**config.mk**
```make
export PLATFORM = sky130hd
export DESIGN_NAME = segmented_can_transfer_sender_top
export DESIGN_NICKNAME = d
export VERILOG_FILES = /design/src/design/scts_pkg.sv /design/src/design/scts_payload_mem.sv /design/src/design/scts_core.sv /design/src/design/segmented_can_transfer_sender_top.sv
export SDC_FILE = /design/constraint.sdc
export NUM_CORES = 2
export LEC_CHECK = 0
export BUFFER_PORTS_ARGS = -buffer_cell sky130_fd_sc_hd__buf_4
export CAP_MARGIN = 20
export CORE_ASPECT_RATIO = 1.25
export CORE_MARGIN = 8
export CORE_UTILIZATION = 35
export DETAILED_ROUTE_END_ITERATION = 16
export GPL_TIMING_DRIVEN = 1
export PLACE_DENSITY = 0.6
export SLEW_MARGIN = 15
export SYNTH_ARGS = -nofsm -noshare
export SYNTH_HDL_FRONTEND = slang
export SYNTH_SLANG_ARGS = --single-unit
```
**constraint.sdc**
```tcl
create_clock -name i_clk -period 7.8 [get_ports i_clk]
set_clock_uncertainty 0.2 [all_clocks]
set_input_delay 1.17 -clock i_clk [delete_from_list [all_inputs] [get_ports i_clk]]
set_output_delay 1.17 -clock i_clk [all_outputs]
set_load 0.03 [all_outputs]
```
**src/design/scts_pkg.sv**
```systemverilog
// ----------------------------------------------------------------------------
// scts_pkg
// Shared types and protocol constants for the segmented CAN transfer sender.
// ----------------------------------------------------------------------------
`default_nettype none

package scts_pkg;

    localparam int LEN_W       = 8;   // payload length counter
    localparam int POS_W       = 9;   // send position
    localparam int SEQ_W       = 6;   // consecutive frame index
    localparam int TIME_W      = 16;  // millisecond counters
    localparam int ADDR_W      = 8;   // payload store address
    localparam int BANKS       = 8;   // interleaved store banks
    localparam int BANK_W      = 3;
    localparam int ROW_W       = ADDR_W - BANK_W;
    localparam int BANK_ROWS   = 1 << ROW_W;
    localparam int HEAD_N      = 7;   // bytes kept in flops for short frames
    localparam int FRAME_N     = 8;

    localparam int MAX_PAYLOAD_DEF = 255;

    localparam logic [1:0] OP_LOAD = 2'd0;
    localparam logic [1:0] OP_RX   = 2'd1;
    localparam logic [1:0] OP_TICK = 2'd2;

    localparam logic [7:0]        PCI_FIRST     = 8'h10;
    localparam logic [7:0]        PCI_FLOW_CTRL = 8'h30;
    localparam logic [SEQ_W-1:0]  SEQ_START     = 6'h21;
    localparam logic [SEQ_W-1:0]  SEQ_WRAP_FROM = 6'h30;
    localparam logic [SEQ_W-1:0]  SEQ_WRAP_TO   = 6'h20;
    localparam logic [TIME_W-1:0] TIMEOUT_RESET = 16'd2000;
    localparam logic [LEN_W-1:0]  SF_MAX_LEN    = 8'd7;
    localparam logic [POS_W-1:0]  FF_DATA_LEN   = 9'd6;
    localparam logic [POS_W-1:0]  CF_DATA_LEN   = 9'd7;

    typedef logic [7:0] t_byte;

    typedef struct packed {
        logic [1:0] operation;
        t_byte      data_byte;
        logic       data_last;
        t_byte      rx_byte_0;
        t_byte      rx_byte_2;
    } t_item;

    typedef struct packed {
        logic              wr_en;
        logic [ADDR_W-1:0] wr_addr;
        t_byte             wr_data;
        logic [ADDR_W-1:0] rd_base;
    } t_mem_req;

endpackage

`default_nettype wire

```
**src/design/scts_payload_mem.sv**
```systemverilog
// ----------------------------------------------------------------------------
// scts_payload_mem
// Payload store as eight interleaved banks; reads seven consecutive bytes.
// ----------------------------------------------------------------------------
`default_nettype none

module scts_payload_mem
    import scts_pkg::*;
(
    input  wire logic     i_clk,
    input  wire t_mem_req i_req,
    output t_byte         o_lane [0:HEAD_N-1]
);

    t_byte             r_bank_q [0:BANKS-1];
    logic [BANK_W-1:0] r_base_lo;

    for (genvar b = 0; b < BANKS; b++) begin : g_bank
        t_byte             r_mem [0:BANK_ROWS-1];
        logic [BANK_W-1:0] bank_off;
        logic [ADDR_W-1:0] rd_addr;

        // address in [base, base+7] that lands in this bank; the offset wraps
        // within one bank period
        assign bank_off = BANK_W'(b) - i_req.rd_base[BANK_W-1:0];
        assign rd_addr  = i_req.rd_base + {{(ADDR_W-BANK_W){1'b0}}, bank_off};

        always_ff @(posedge i_clk) begin
            if (i_req.wr_en && (i_req.wr_addr[BANK_W-1:0] == BANK_W'(b))) begin
                r_mem[i_req.wr_addr[ADDR_W-1:BANK_W]] <= i_req.wr_data;
            end
            r_bank_q[b] <= r_mem[rd_addr[ADDR_W-1:BANK_W]];
        end
    end

    always_ff @(posedge i_clk) begin
        r_base_lo <= i_req.rd_base[BANK_W-1:0];
    end

    // rotate banks back into lane order
    always_comb begin
        for (int i = 0; i < HEAD_N; i++) begin
            o_lane[i] = r_bank_q[r_base_lo + BANK_W'(i)];
        end
    end

endmodule

`default_nettype wire

```
**src/design/scts_core.sv**
```systemverilog
// ----------------------------------------------------------------------------
// scts_core
// Transfer state and frame builder; one item per firing cycle.
// ----------------------------------------------------------------------------
`default_nettype none

module scts_core
    import scts_pkg::*;
#(
    parameter int P_MAX_PAYLOAD = MAX_PAYLOAD_DEF
) (
    input  wire logic              i_clk,
    input  wire logic              i_rst_n,
    input  wire logic              i_fire,
    input  wire t_item             i_item,
    input  wire logic              i_cfg_we,
    input  wire logic [TIME_W-1:0] i_cfg_data,
    input  wire t_byte             i_lane [0:HEAD_N-1],
    output t_mem_req               o_mem_req,
    output logic                   o_emit,
    output t_byte                  o_frame [0:FRAME_N-1]
);

    localparam logic [LEN_W-1:0] MAX_LEN = LEN_W'(P_MAX_PAYLOAD);

    logic [LEN_W-1:0]  r_len,     n_len;
    logic [POS_W-1:0]  r_sp,      n_sp;
    logic [SEQ_W-1:0]  r_seq,     n_seq;
    logic              r_busy,    n_busy;
    logic              r_flow,    n_flow;
    t_byte             r_sep,     n_sep;
    logic [TIME_W-1:0] r_elapsed, n_elapsed;
    logic [TIME_W-1:0] r_timeout;
    t_byte             r_head  [0:HEAD_N-1];
    t_byte             n_head  [0:HEAD_N-1];
    t_byte             r_frame [0:FRAME_N-1];
    t_byte             n_frame [0:FRAME_N-1];

    logic [LEN_W-1:0]  len_inc;
    logic [TIME_W-1:0] tick_elapsed;
    logic [POS_W-1:0]  remain;
    logic [POS_W-1:0]  cf_count;
    logic [POS_W-1:0]  sp_adv;
    logic [SEQ_W-1:0]  seq_inc;

    always_comb begin
        n_len     = r_len;
        n_sp      = r_sp;
        n_seq     = r_seq;
        n_busy    = r_busy;
        n_flow    = r_flow;
        n_sep     = r_sep;
        n_elapsed = r_elapsed;
        n_head    = r_head;
        n_frame   = r_frame;
        o_emit    = 1'b0;

        o_mem_req.wr_en   = 1'b0;
        o_mem_req.wr_addr = r_len;
        o_mem_req.wr_data = i_item.data_byte;

        len_inc      = r_len + LEN_W'(1);
        tick_elapsed = (r_elapsed == '1) ? r_elapsed : r_elapsed + TIME_W'(1);
        remain       = (r_sp < {1'b0, r_len}) ? {1'b0, r_len} - r_sp : '0;
        cf_count     = (remain > CF_DATA_LEN) ? CF_DATA_LEN : remain;
        sp_adv       = r_sp + CF_DATA_LEN;
        seq_inc      = r_seq + SEQ_W'(1);

        if (i_fire) begin
            unique case (i_item.operation)
                OP_LOAD: begin
                    if (!r_busy) begin
                        // append unless the store is full
                        if (r_len < MAX_LEN) begin
                            o_mem_req.wr_en = 1'b1;
                            n_len           = len_inc;
                            if (r_len < LEN_W'(HEAD_N)) begin
                                n_head[r_len[BANK_W-1:0]] = i_item.data_byte;
                            end
                        end
                        if (i_item.data_last) begin
                            n_elapsed = '0;
                            o_emit    = 1'b1;
                            if (n_len <= SF_MAX_LEN) begin
                                n_frame[0] = n_len;
                                for (int i = 0; i < HEAD_N; i++) begin
                                    if (LEN_W'(i) < n_len) begin
                                        n_frame[1+i] = n_head[i];
                                    end
                                end
                                n_len = '0;
                            end else begin
                                n_frame[0] = PCI_FIRST;
                                n_frame[1] = n_len;
                                for (int i = 0; i < int'(FF_DATA_LEN); i++) begin
                                    n_frame[2+i] = n_head[i];
                                end
                                n_sp   = FF_DATA_LEN;
                                n_seq  = SEQ_START;
                                n_busy = 1'b1;
                                n_flow = 1'b0;
                            end
                        end
                    end
                end
                OP_RX: begin
                    if (i_item.rx_byte_0 == PCI_FLOW_CTRL) begin
                        n_flow    = 1'b1;
                        n_sep     = i_item.rx_byte_2;
                        n_elapsed = '0;
                    end
                end
                OP_TICK: begin
                    n_elapsed = tick_elapsed;
                    if (r_busy) begin
                        if (tick_elapsed > r_timeout) begin
                            n_busy = 1'b0;
                            n_flow = 1'b0;
                            n_len  = '0;
                        end else if (r_flow && (tick_elapsed >= {8'd0, r_sep})) begin
                            o_emit     = 1'b1;
                            n_frame[0] = {2'b00, r_seq};
                            for (int i = 0; i < HEAD_N; i++) begin
                                if (POS_W'(i) < cf_count) begin
                                    n_frame[1+i] = i_lane[i];
                                end
                            end
                            n_sp = sp_adv;
                            if (sp_adv >= {1'b0, r_len}) begin
                                n_busy = 1'b0;
                                n_flow = 1'b0;
                                n_len  = '0;
                            end else begin
                                n_seq     = (seq_inc == SEQ_WRAP_FROM) ? SEQ_WRAP_TO
                                                                       : seq_inc;
                                n_elapsed = '0;
                            end
                        end
                    end
                end
                default: begin
                end
            endcase
        end

        // prefetch the window for the position that holds after this cycle
        o_mem_req.rd_base = n_sp[ADDR_W-1:0];
    end

    always_ff @(posedge i_clk) begin
        if (!i_rst_n) begin
            r_len     <= '0;
            r_sp      <= '0;
            r_seq     <= '0;
            r_busy    <= 1'b0;
            r_flow    <= 1'b0;
            r_sep     <= '0;
            r_elapsed <= '0;
            r_timeout <= TIMEOUT_RESET;
            for (int i = 0; i < FRAME_N; i++) begin
                r_frame[i] <= '0;
            end
        end else begin
            r_len     <= n_len;
            r_sp      <= n_sp;
            r_seq     <= n_seq;
            r_busy    <= n_busy;
            r_flow    <= n_flow;
            r_sep     <= n_sep;
            r_elapsed <= n_elapsed;
            r_frame   <= n_frame;
            if (i_cfg_we) begin
                r_timeout <= i_cfg_data;
            end
        end
    end

    always_ff @(posedge i_clk) begin
        r_head <= n_head;
    end

    assign o_frame = r_frame;

endmodule

`default_nettype wire

```
**src/design/segmented_can_transfer_sender_top.sv**
```systemverilog
// ----------------------------------------------------------------------------
// segmented_can_transfer_sender_top
// Sending side of segmented CAN transport: single, first and consecutive
// frames built from a loaded payload, paced by flow control and ms ticks.
// ----------------------------------------------------------------------------
//
//   channel   direction  handshake                 payload
//   input     in         i_in_valid / o_in_stall   i_operation .. i_rx_byte_2
//   result    out        o_out_valid / i_out_stall o_frame_byte_0 .. _7
//   config    in         i_cfg_valid / o_cfg_ready i_cfg_data (timeout_ms)
//
// One request is accepted per cycle while the input is not stalled. A request
// is held in the input register, then the core updates state and the frame
// register in a single pass; with no result stall, a frame's valid rises at
// the edge after the one that accepts its request.
// The payload store read is registered; the core prefetches the next
// consecutive-frame window, so no request waits on the store.
// Synchronous active-low reset clears control state; the store needs none.
// A stalled result holds the frame register, and the input stalls only while
// its registered request cannot move into a busy result slot.
// ----------------------------------------------------------------------------
`default_nettype none

module segmented_can_transfer_sender_top
    import scts_pkg::*;
#(
    parameter int P_MAX_PAYLOAD = MAX_PAYLOAD_DEF
) (
    input  wire logic        i_clk,
    input  wire logic        i_rst_n,

    input  wire logic        i_in_valid,
    output logic             o_in_stall,
    input  wire logic [1:0]  i_operation,
    input  wire logic [7:0]  i_data_byte,
    input  wire logic        i_data_last,
    input  wire logic [7:0]  i_rx_byte_0,
    input  wire logic [7:0]  i_rx_byte_1,
    input  wire logic [7:0]  i_rx_byte_2,

    output logic             o_out_valid,
    input  wire logic        i_out_stall,
    output logic [7:0]       o_frame_byte_0,
    output logic [7:0]       o_frame_byte_1,
    output logic [7:0]       o_frame_byte_2,
    output logic [7:0]       o_frame_byte_3,
    output logic [7:0]       o_frame_byte_4,
    output logic [7:0]       o_frame_byte_5,
    output logic [7:0]       o_frame_byte_6,
    output logic [7:0]       o_frame_byte_7,

    input  wire logic        i_cfg_valid,
    output logic             o_cfg_ready,
    input  wire logic [15:0] i_cfg_data
);

    logic     r_in_valid;
    t_item    r_in;
    logic     r_out_valid;
    logic     fire;
    logic     accept;
    logic     emit;
    t_mem_req mem_req;
    t_byte    lane  [0:HEAD_N-1];
    t_byte    frame [0:FRAME_N-1];

    // Advance the registered request when the result slot is free or draining.
    assign fire       = r_in_valid && (!r_out_valid || !i_out_stall);
    assign o_in_stall = r_in_valid && !fire;
    assign accept     = i_in_valid && !o_in_stall;

    // The block-size byte is accepted and dropped; nothing uses it.
    always_ff @(posedge i_clk) begin
        if (accept) begin
            r_in.operation <= i_operation;
            r_in.data_byte <= i_data_byte;
            r_in.data_last <= i_data_last;
            r_in.rx_byte_0 <= i_rx_byte_0;
            r_in.rx_byte_2 <= i_rx_byte_2;
        end
    end

    always_ff @(posedge i_clk) begin
        if (!i_rst_n) begin
            r_in_valid  <= 1'b0;
            r_out_valid <= 1'b0;
        end else begin
            if (accept) begin
                r_in_valid <= 1'b1;
            end else if (fire) begin
                r_in_valid <= 1'b0;
            end
            // A firing request either posts a frame or leaves the slot empty.
            if (fire) begin
                r_out_valid <= emit;
            end else if (!i_out_stall) begin
                r_out_valid <= 1'b0;
            end
        end
    end

    // Configuration writes land at once; the host must write only while idle, which the block itself does not enforce.
    assign o_cfg_ready = 1'b1;

    scts_core #(
        .P_MAX_PAYLOAD (P_MAX_PAYLOAD)
    ) u_core (
        .i_clk      (i_clk),
        .i_rst_n    (i_rst_n),
        .i_fire     (fire),
        .i_item     (r_in),
        .i_cfg_we   (i_cfg_valid && o_cfg_ready),
        .i_cfg_data (i_cfg_data),
        .i_lane     (lane),
        .o_mem_req  (mem_req),
        .o_emit     (emit),
        .o_frame    (frame)
    );

    scts_payload_mem u_mem (
        .i_clk  (i_clk),
        .i_req  (mem_req),
        .o_lane (lane)
    );

    assign o_out_valid    = r_out_valid;
    assign o_frame_byte_0 = frame[0];
    assign o_frame_byte_1 = frame[1];
    assign o_frame_byte_2 = frame[2];
    assign o_frame_byte_3 = frame[3];
    assign o_frame_byte_4 = frame[4];
    assign o_frame_byte_5 = frame[5];
    assign o_frame_byte_6 = frame[6];
    assign o_frame_byte_7 = frame[7];

endmodule

`default_nettype wire
```
# Word-level counts from Yosys, hierarchy flattened
# Memories as Yosys holds them, arrays and structs flattened. A register that Yosys moved wholly into a read port is not among the register bits.
# Index checks and enable logic that the tools add are counted.
# word_totals
ramBits	2112
n_memories	9
reg_bits	217
wordCells	283
input_bits	56
output_inout_bits	67
# classes
n_mux	113
bitwise	2
reduce_logical	39
magnitude_cmp	24
eq_ne	37
n_addsub	27
# memory_table
name	depth	word_bits	read_ports	rd_clocked_by_memory_dff	wr	line	text
u_mem.g_bank[0].r_mem	32	8	1	0	1	scts_payload_mem.sv:19	t_byte r_mem [0:BANK_ROWS-1];
u_mem.g_bank[1].r_mem	32	8	1	0	1	scts_payload_mem.sv:19	
u_mem.g_bank[2].r_mem	32	8	1	0	1	scts_payload_mem.sv:19	
u_mem.g_bank[3].r_mem	32	8	1	0	1	scts_payload_mem.sv:19	
u_mem.g_bank[4].r_mem	32	8	1	0	1	scts_payload_mem.sv:19	
u_mem.g_bank[5].r_mem	32	8	1	0	1	scts_payload_mem.sv:19	
3 more memories	n/a	n/a	n/a	n/a	n/a	n/a	
# ops
operator	count
$mux W64	6
$mux W8	27
$mux W16	8
$pmux W64 S2	1
$mux W56	2
$reduce_and A9 Y1	9
$mux W9	8
$add A8 B3 Y8	8
$bwmux W56	1
$mux W6	8
$pmux W16 S3	1
$mux W1	44
$lt A3 B9 Y1 const A	3
$demux W8 S3	1
$lt A3 B8 Y1 const A	3
$ne A2 B1 Y1 const B	11
$ne A3 B3 Y1 const B	7
$lt A1 B9 Y1 const A	2
$lt A2 B9 Y1 const A	2
$pmux W9 S2	1
$add A16 B1 Y16 const B	1
$eq A16 B16 Y1 const B	1
$ge A16 B8 Y1	1
$gt A16 B16 Y1	1
48 further kinds	85

# Logic depth before layout (Yosys ltp)
# An unclocked memory read counts as a cell.
# logic_depth
ltp_word	14
depth_mapped	33
depth_no_buf	29

# By module
# From an unflattened synthesis, not the netlist that was laid out.
# hier_totals
hier_cells	6542
area_unflattened_um2	101732.6
# by_module_without_submodules
mod	seq_area_each_um2	n_inst	cells_per_inst	area_each_um2
scts_payload_mem	62840.3	1	5247	89768.6
scts_core	4264.1	1	1258	11055.6
segmented_can_transfer_sender_top	850.8	1	37	908.4

# Worst setup path after synthesis
# No wires, ideal clock.
# synth_path
path_kind	register -> register
start	register u_core.r_elapsed[12]
end	memory u_mem.r_bank_q[3][7] in the netlist's numbering
required_time_ps	7466
stages_incl_launch_ff	30
period_less_slack_ps	7680
slack_ps	120
arrival_time_ps	7346
path_buffers	8
setup_ps	134
path_cell_list	dfxtp_1 > clkbuf_1 > inv_1 > or3_1 > or2b_1 > clkbuf_1 > nand4_1 > nor2_1 > xor2_1 > ha_1 > a21oi_1 > o21ai_0 > a221o_1 > o31a_1 > a211oi_4 > nand3_1 > mux2_4 > clkinv_2 > buf_4 > clkbuf_1 > clkbuf_1 > ha_1 > clkbuf_1 > clkbuf_1 > clkbuf_1 > mux4_2 > nand2_1 > nand2_1 > o211ai_1 > o21ai_0
# synth_rtl
item	line	text
start: declaration	scts_core.sv:32	logic [TIME_W-1:0] r_elapsed, n_elapsed;
start signal: assignment	scts_core.sv:170	r_elapsed <= n_elapsed;
end: declaration	scts_payload_mem.sv:15	t_byte r_bank_q [0:BANKS-1];

==> impl_metrics.json <==
{
  "tightestPinTransition_ns": 1.143,
  "cts_tree": "done",
  "synth_compound_area_share_pct": 5.950,
  "clock_latency_ns": 0.91,
  "min_path_type": "in2reg",
  "drive_gt1_share_pct": 16.36,
  "rr_endpoint": "u_mem.r_bank_q[2][6]",
  "leakage_nw": 36.50,
  "total_power_w": 0.02500,
  "post_layout_nonfiller_instances": 10720,
  "wirelength_um": 267900,
  "synthAdderAreaFrac_pct": 0.8601,
  "finalWeightedCongestion": 0.9059,
  "drt-pass1-iter-count": 6,
  "power.switching_w": 0.005087,
  "synth_fp_nets": 6761,
  "cpMaxStageDelayCell": "a221oi_1",
  "wl_met3_um": 19220,
  "power.share.switching_pct": 20.35,
  "synth-xor-area-share_pct": 0.8782,
  "synth_top_family_by_area": "multiplexers",
  "max-vdd-ir-drop_mv": 0.1712,
  "cts.sinks": 2329,
  "ant_nets": 0,
  "wl_per_cell_um": 24.99,
  "synth_simple_gate_area_share_pct": 9.816,
  "numCtsBuffers": 216,
  "antenna_found_initial": 13,
  "setup.worst_path.start_class": "flop",
  "finalSetupViolations": 0,
  "crit_top_cell": "ha_1",
  "top_layer": "met5",
  "fp.dieH_um": 604.2,
  "design_area_sq_um": 110800,
  "pwr-share-clk_pct": 43.0,
  "synth_flop_cell": "edfxtp_1",
  "final_nets": 6951,
  "min_period_over_period_pct": 95.46,
  "place_hpwl_um": 166600,
  "startpoint": "u_core.r_elapsed[11]",
  "cp.arrival_ns": 7.99,
  "synthMuxAreaShare_pct": 10.21,
  "pwr-share-comb_pct": 2.3,
  "worstPathMaxFanout": 72,
  "cap_viol_max_count": 0,
  "synth.distinct_cells": 102,
  "yosysSeqAreaShare_pct": 70.14,
  "p_int_w": 0.01991,
  "critPathMaxStageDelay_ns": 0.50,
  "start_util_pct": 35.08,
  "maxSlewViolCount": 0,
  "grt_usage_pct": 17.44,
  "synthCells": 6639,
  "path_clk_slew_ns": 0.06,
  "grt_pass1_vias": 56610,
  "synth_edf_count": 2131,
  "power.share.sequential_pct": 54.7,
  "required_ns": 8.35,
  "synthArstFlopShare_pct": 0,
  "endpoint": "u_mem.r_bank_q[2][6]",
  "max_clock_freq_mhz": 134.3,
  "wirelength_met1_um": 103900,
  "synth-seq-cells": 2329,
  "critPathKind": "reg2reg",
  "clockRootBuffer": "clkbuf_16",
  "worst-path-stages": 28,
  "die_w_um": 486.6,
  "synth_area_per_cell_sq_um": 14.59,
  "grt_max_degree": 192,
  "wl_met2_um": 129400,
  "dieArea_sq_um": 294000,
  "grt_overflow": 0,
  "placeableCoreArea_sq_um": 276200,
  "h-tree-depth": 4,
  "cts.path.max_buffers": 4,
  "num_rows": 216,
  "port_buffers": 113,
  "grt_pass1_wl_um": 387800,
  "yosysWarnings": 0,
  "r2r_cells": 28,
  "r2r_slack_ns": 0.35,
  "place_area_sq_um": 102900,
  "rsz0062_at_grt": "no",
  "syn_area_sq_um": 96880,
  "dp_cells": 10280,
  "dr_total_vias": 57600,
  "critPathBufInv": 4,
  "area_growth_pct": 14.33,
  "slew_headroom_pct": 23.77,
  "power_per_cell_area_nw_per_um2": 225.7,
  "finalHoldViolations": 0,
  "drc": 0,
  "cp-end-kind": "flop",
  "drtIter0Drc": 5826,
  "critPathTopFamily": "compound AO/OA/AOI/OAI gates",
  "min_period_ns": 7.446,
  "ios": 123,
  "status": "complete, no violations",
  "rr_startpoint": "u_core.r_elapsed[11]",
  "vias_per_cell": 5.373
}
layer usage:
metal	vias to the layer above	track usage, %
met3	534	3.146
li1	25620	-
met2	2335	28.97
met5	-	0
met1	29110	21.81
met4	6	9.065
power by group through the flow:
| stage | Sequential [W] | Clock [W] | Combinational, W |
|---|---|---|---|
| 3_5_place_dp | 0.0139 | 0 | 0.000560 |
| 3_3_place_gp | 0.0139 | 0 | 0.000542 |
| 4_1_cts | 0.0137 | 0.0109 | 0.000561 |
| 5_1_grt | 0.0137 | 0.0113 | 0.000608 |
| 2_1_floorplan | 0.0140 | 0 | 0.000220 |
| 6_report | 0.0137 | 0.0108 | 0.000567 |
worst reg2reg max path: cells and delay by family (launching register included):
kind                       cells  cell delay (ns)
AOI/OAI and AO/OA              9             2.64
DFF                            1             0.36
buffers and inverters          4             0.75
muxes                          2             0.57
xor gates and xnor gates       2             0.39
adders and majority gates      3             0.89
and+or+nand+nor                8             1.53
what timing repair did:
item                                    CTS  global route
cloned                                    1             6
setup buffers                             1            22
pin swaps                                 1            24
endpoints found under the setup margin   10            48
resized for setup                        11            59
hold buffers                              0             0
cell type report:
cell class | instances | area (sq um)
fillers | 25200 | 165400
diodes | 10 | 25.02
well taps | 3706 | 4637
repair buffers | 345 | 3060
flip-flops and latches | 2329 | 67960
inverters | 92 | 349.1
clock buffers | 272 | 5789
multi-input cells | 3845 | 27620
clock inverters | 121 | 1328
cells in the final DEF, fill, tap and decap left out, types with 19 or more instances in the layout:
| master | instances |
|---|---|
| edfxtp_1 | 2131 |
| nand2_1 | 1082 |
| nor2_1 | 505 |
| nand3_1 | 326 |
| buf_4 | 303 |
| mux2i_1 | 296 |
| mux4_2 | 272 |
| a21oi_1 | 223 |
| clkbuf_16 | 221 |
| dfxtp_1 | 197 |
| a31oi_1 | 118 |
| o21ai_0 | 91 |
| inv_1 | 85 |
| and3_1 | 80 |
| a211oi_1 | 80 |
| ha_1 | 63 |
| a22oi_1 | 58 |
| nor3_1 | 48 |
| clkinv_2 | 44 |
| mux2_2 | 43 |
| clkbuf_1 | 42 |
| a311oi_1 | 39 |
| and2_1 | 35 |
| o211ai_1 | 35 |
| clkinv_1 | 31 |
| xnor2_1 | 27 |
| buf_12 | 27 |
| bufinv_16 | 26 |
| nand2_2 | 25 |
| a221oi_1 | 23 |
| xnor2_2 | 21 |
| a21o_1 | 20 |
| nand4_1 | 19 |
registers in the layout, summed over array words and instances, names as in the netlist, 3 cells and up:
signal and flops:
u_core.r_elapsed 16, u_core.o_frame 64, u_mem.r_base_lo 3, u_core.r_len 8
u_mem.g_bank.r_mem 2048, u_core.r_timeout 16, u_mem.r_bank_q 64, u_core.r_seq 6
r_in 27, u_core.r_head 56, u_core.r_sp 9, u_core.r_sep 8
cell families after synthesis:
family / Yosys count
compound gates: 844
xor+xnor: 80
fa+ha+maj: 66
buf+inv: 470
flops: 2329
mux: 625
other cells: 1
simple gates: 2224
synth_stat cells (all sizes together) (12+ instances only):
cell	instances	area, sq um
mux2	46	529.3
a311oi	39	341.6
o22ai	13	81.33
xor2	18	157.7
a211oi	88	708.2
a31oi	124	815.8
nand4	21	152.6
xnor2	62	693.2
a21oi	225	1130
a21o	20	150.1
nor3	51	270.3
nand3	334	1699
a22oi	59	442.9
o21ai	101	520.5
a221oi	28	270.3
buf	165	927.1
a22o	18	157.7
and3	80	500.5
inv	88	330.3
mux2i	298	2999
ha	65	813.3
edfxtp	2131	63990
mux4	281	6362
nor2	520	1972
dfxtp	198	3964
nand2b	12	75.07
o211ai	35	262.8
o21a	12	90.09
clkbuf	213	800.8
a32oi	17	148.9
nand2	1108	4162
and2	46	290.3
worst min path at each step:
stage / from / endpoint / slack (ns) / cells after the start
after floorplan: r_in[0] / u_core.r_sep[0] / 0.25 / 2
after global placement: u_core.o_frame[59] / u_core.o_frame[59] / 0.27 / 2
after detailed placement: u_core.o_frame[59] / u_core.o_frame[59] / 0.27 / 2
after CTS: i_data_byte[3] / r_in[20] / 0.20 / 1
after global routing: i_data_byte[3] / r_in[20] / 0.20 / 1
final: i_data_byte[3] / r_in[20] / 0.23 / 1
through the flow:
step / utilization, % / hold WS [ns] / setup TNS [ns] / worst slack (ns)
after global placement: 37.24 / 0.2697 / -0.06091 / -0.03971
after detailed placement: 37.25 / 0.2746 / -0.8523 / -0.1446
after CTS: 39.86 / 0.1956 / -0.01306 / -0.01306
after floorplan: - / 0.2525 / 0 / 0.1202
after global routing: 40.10 / 0.2050 / 0 / 0.01172
final: 40.10 / 0.2327 / 0 / 0.3544
Note: power is estimated with default switching activity, not from simulation.
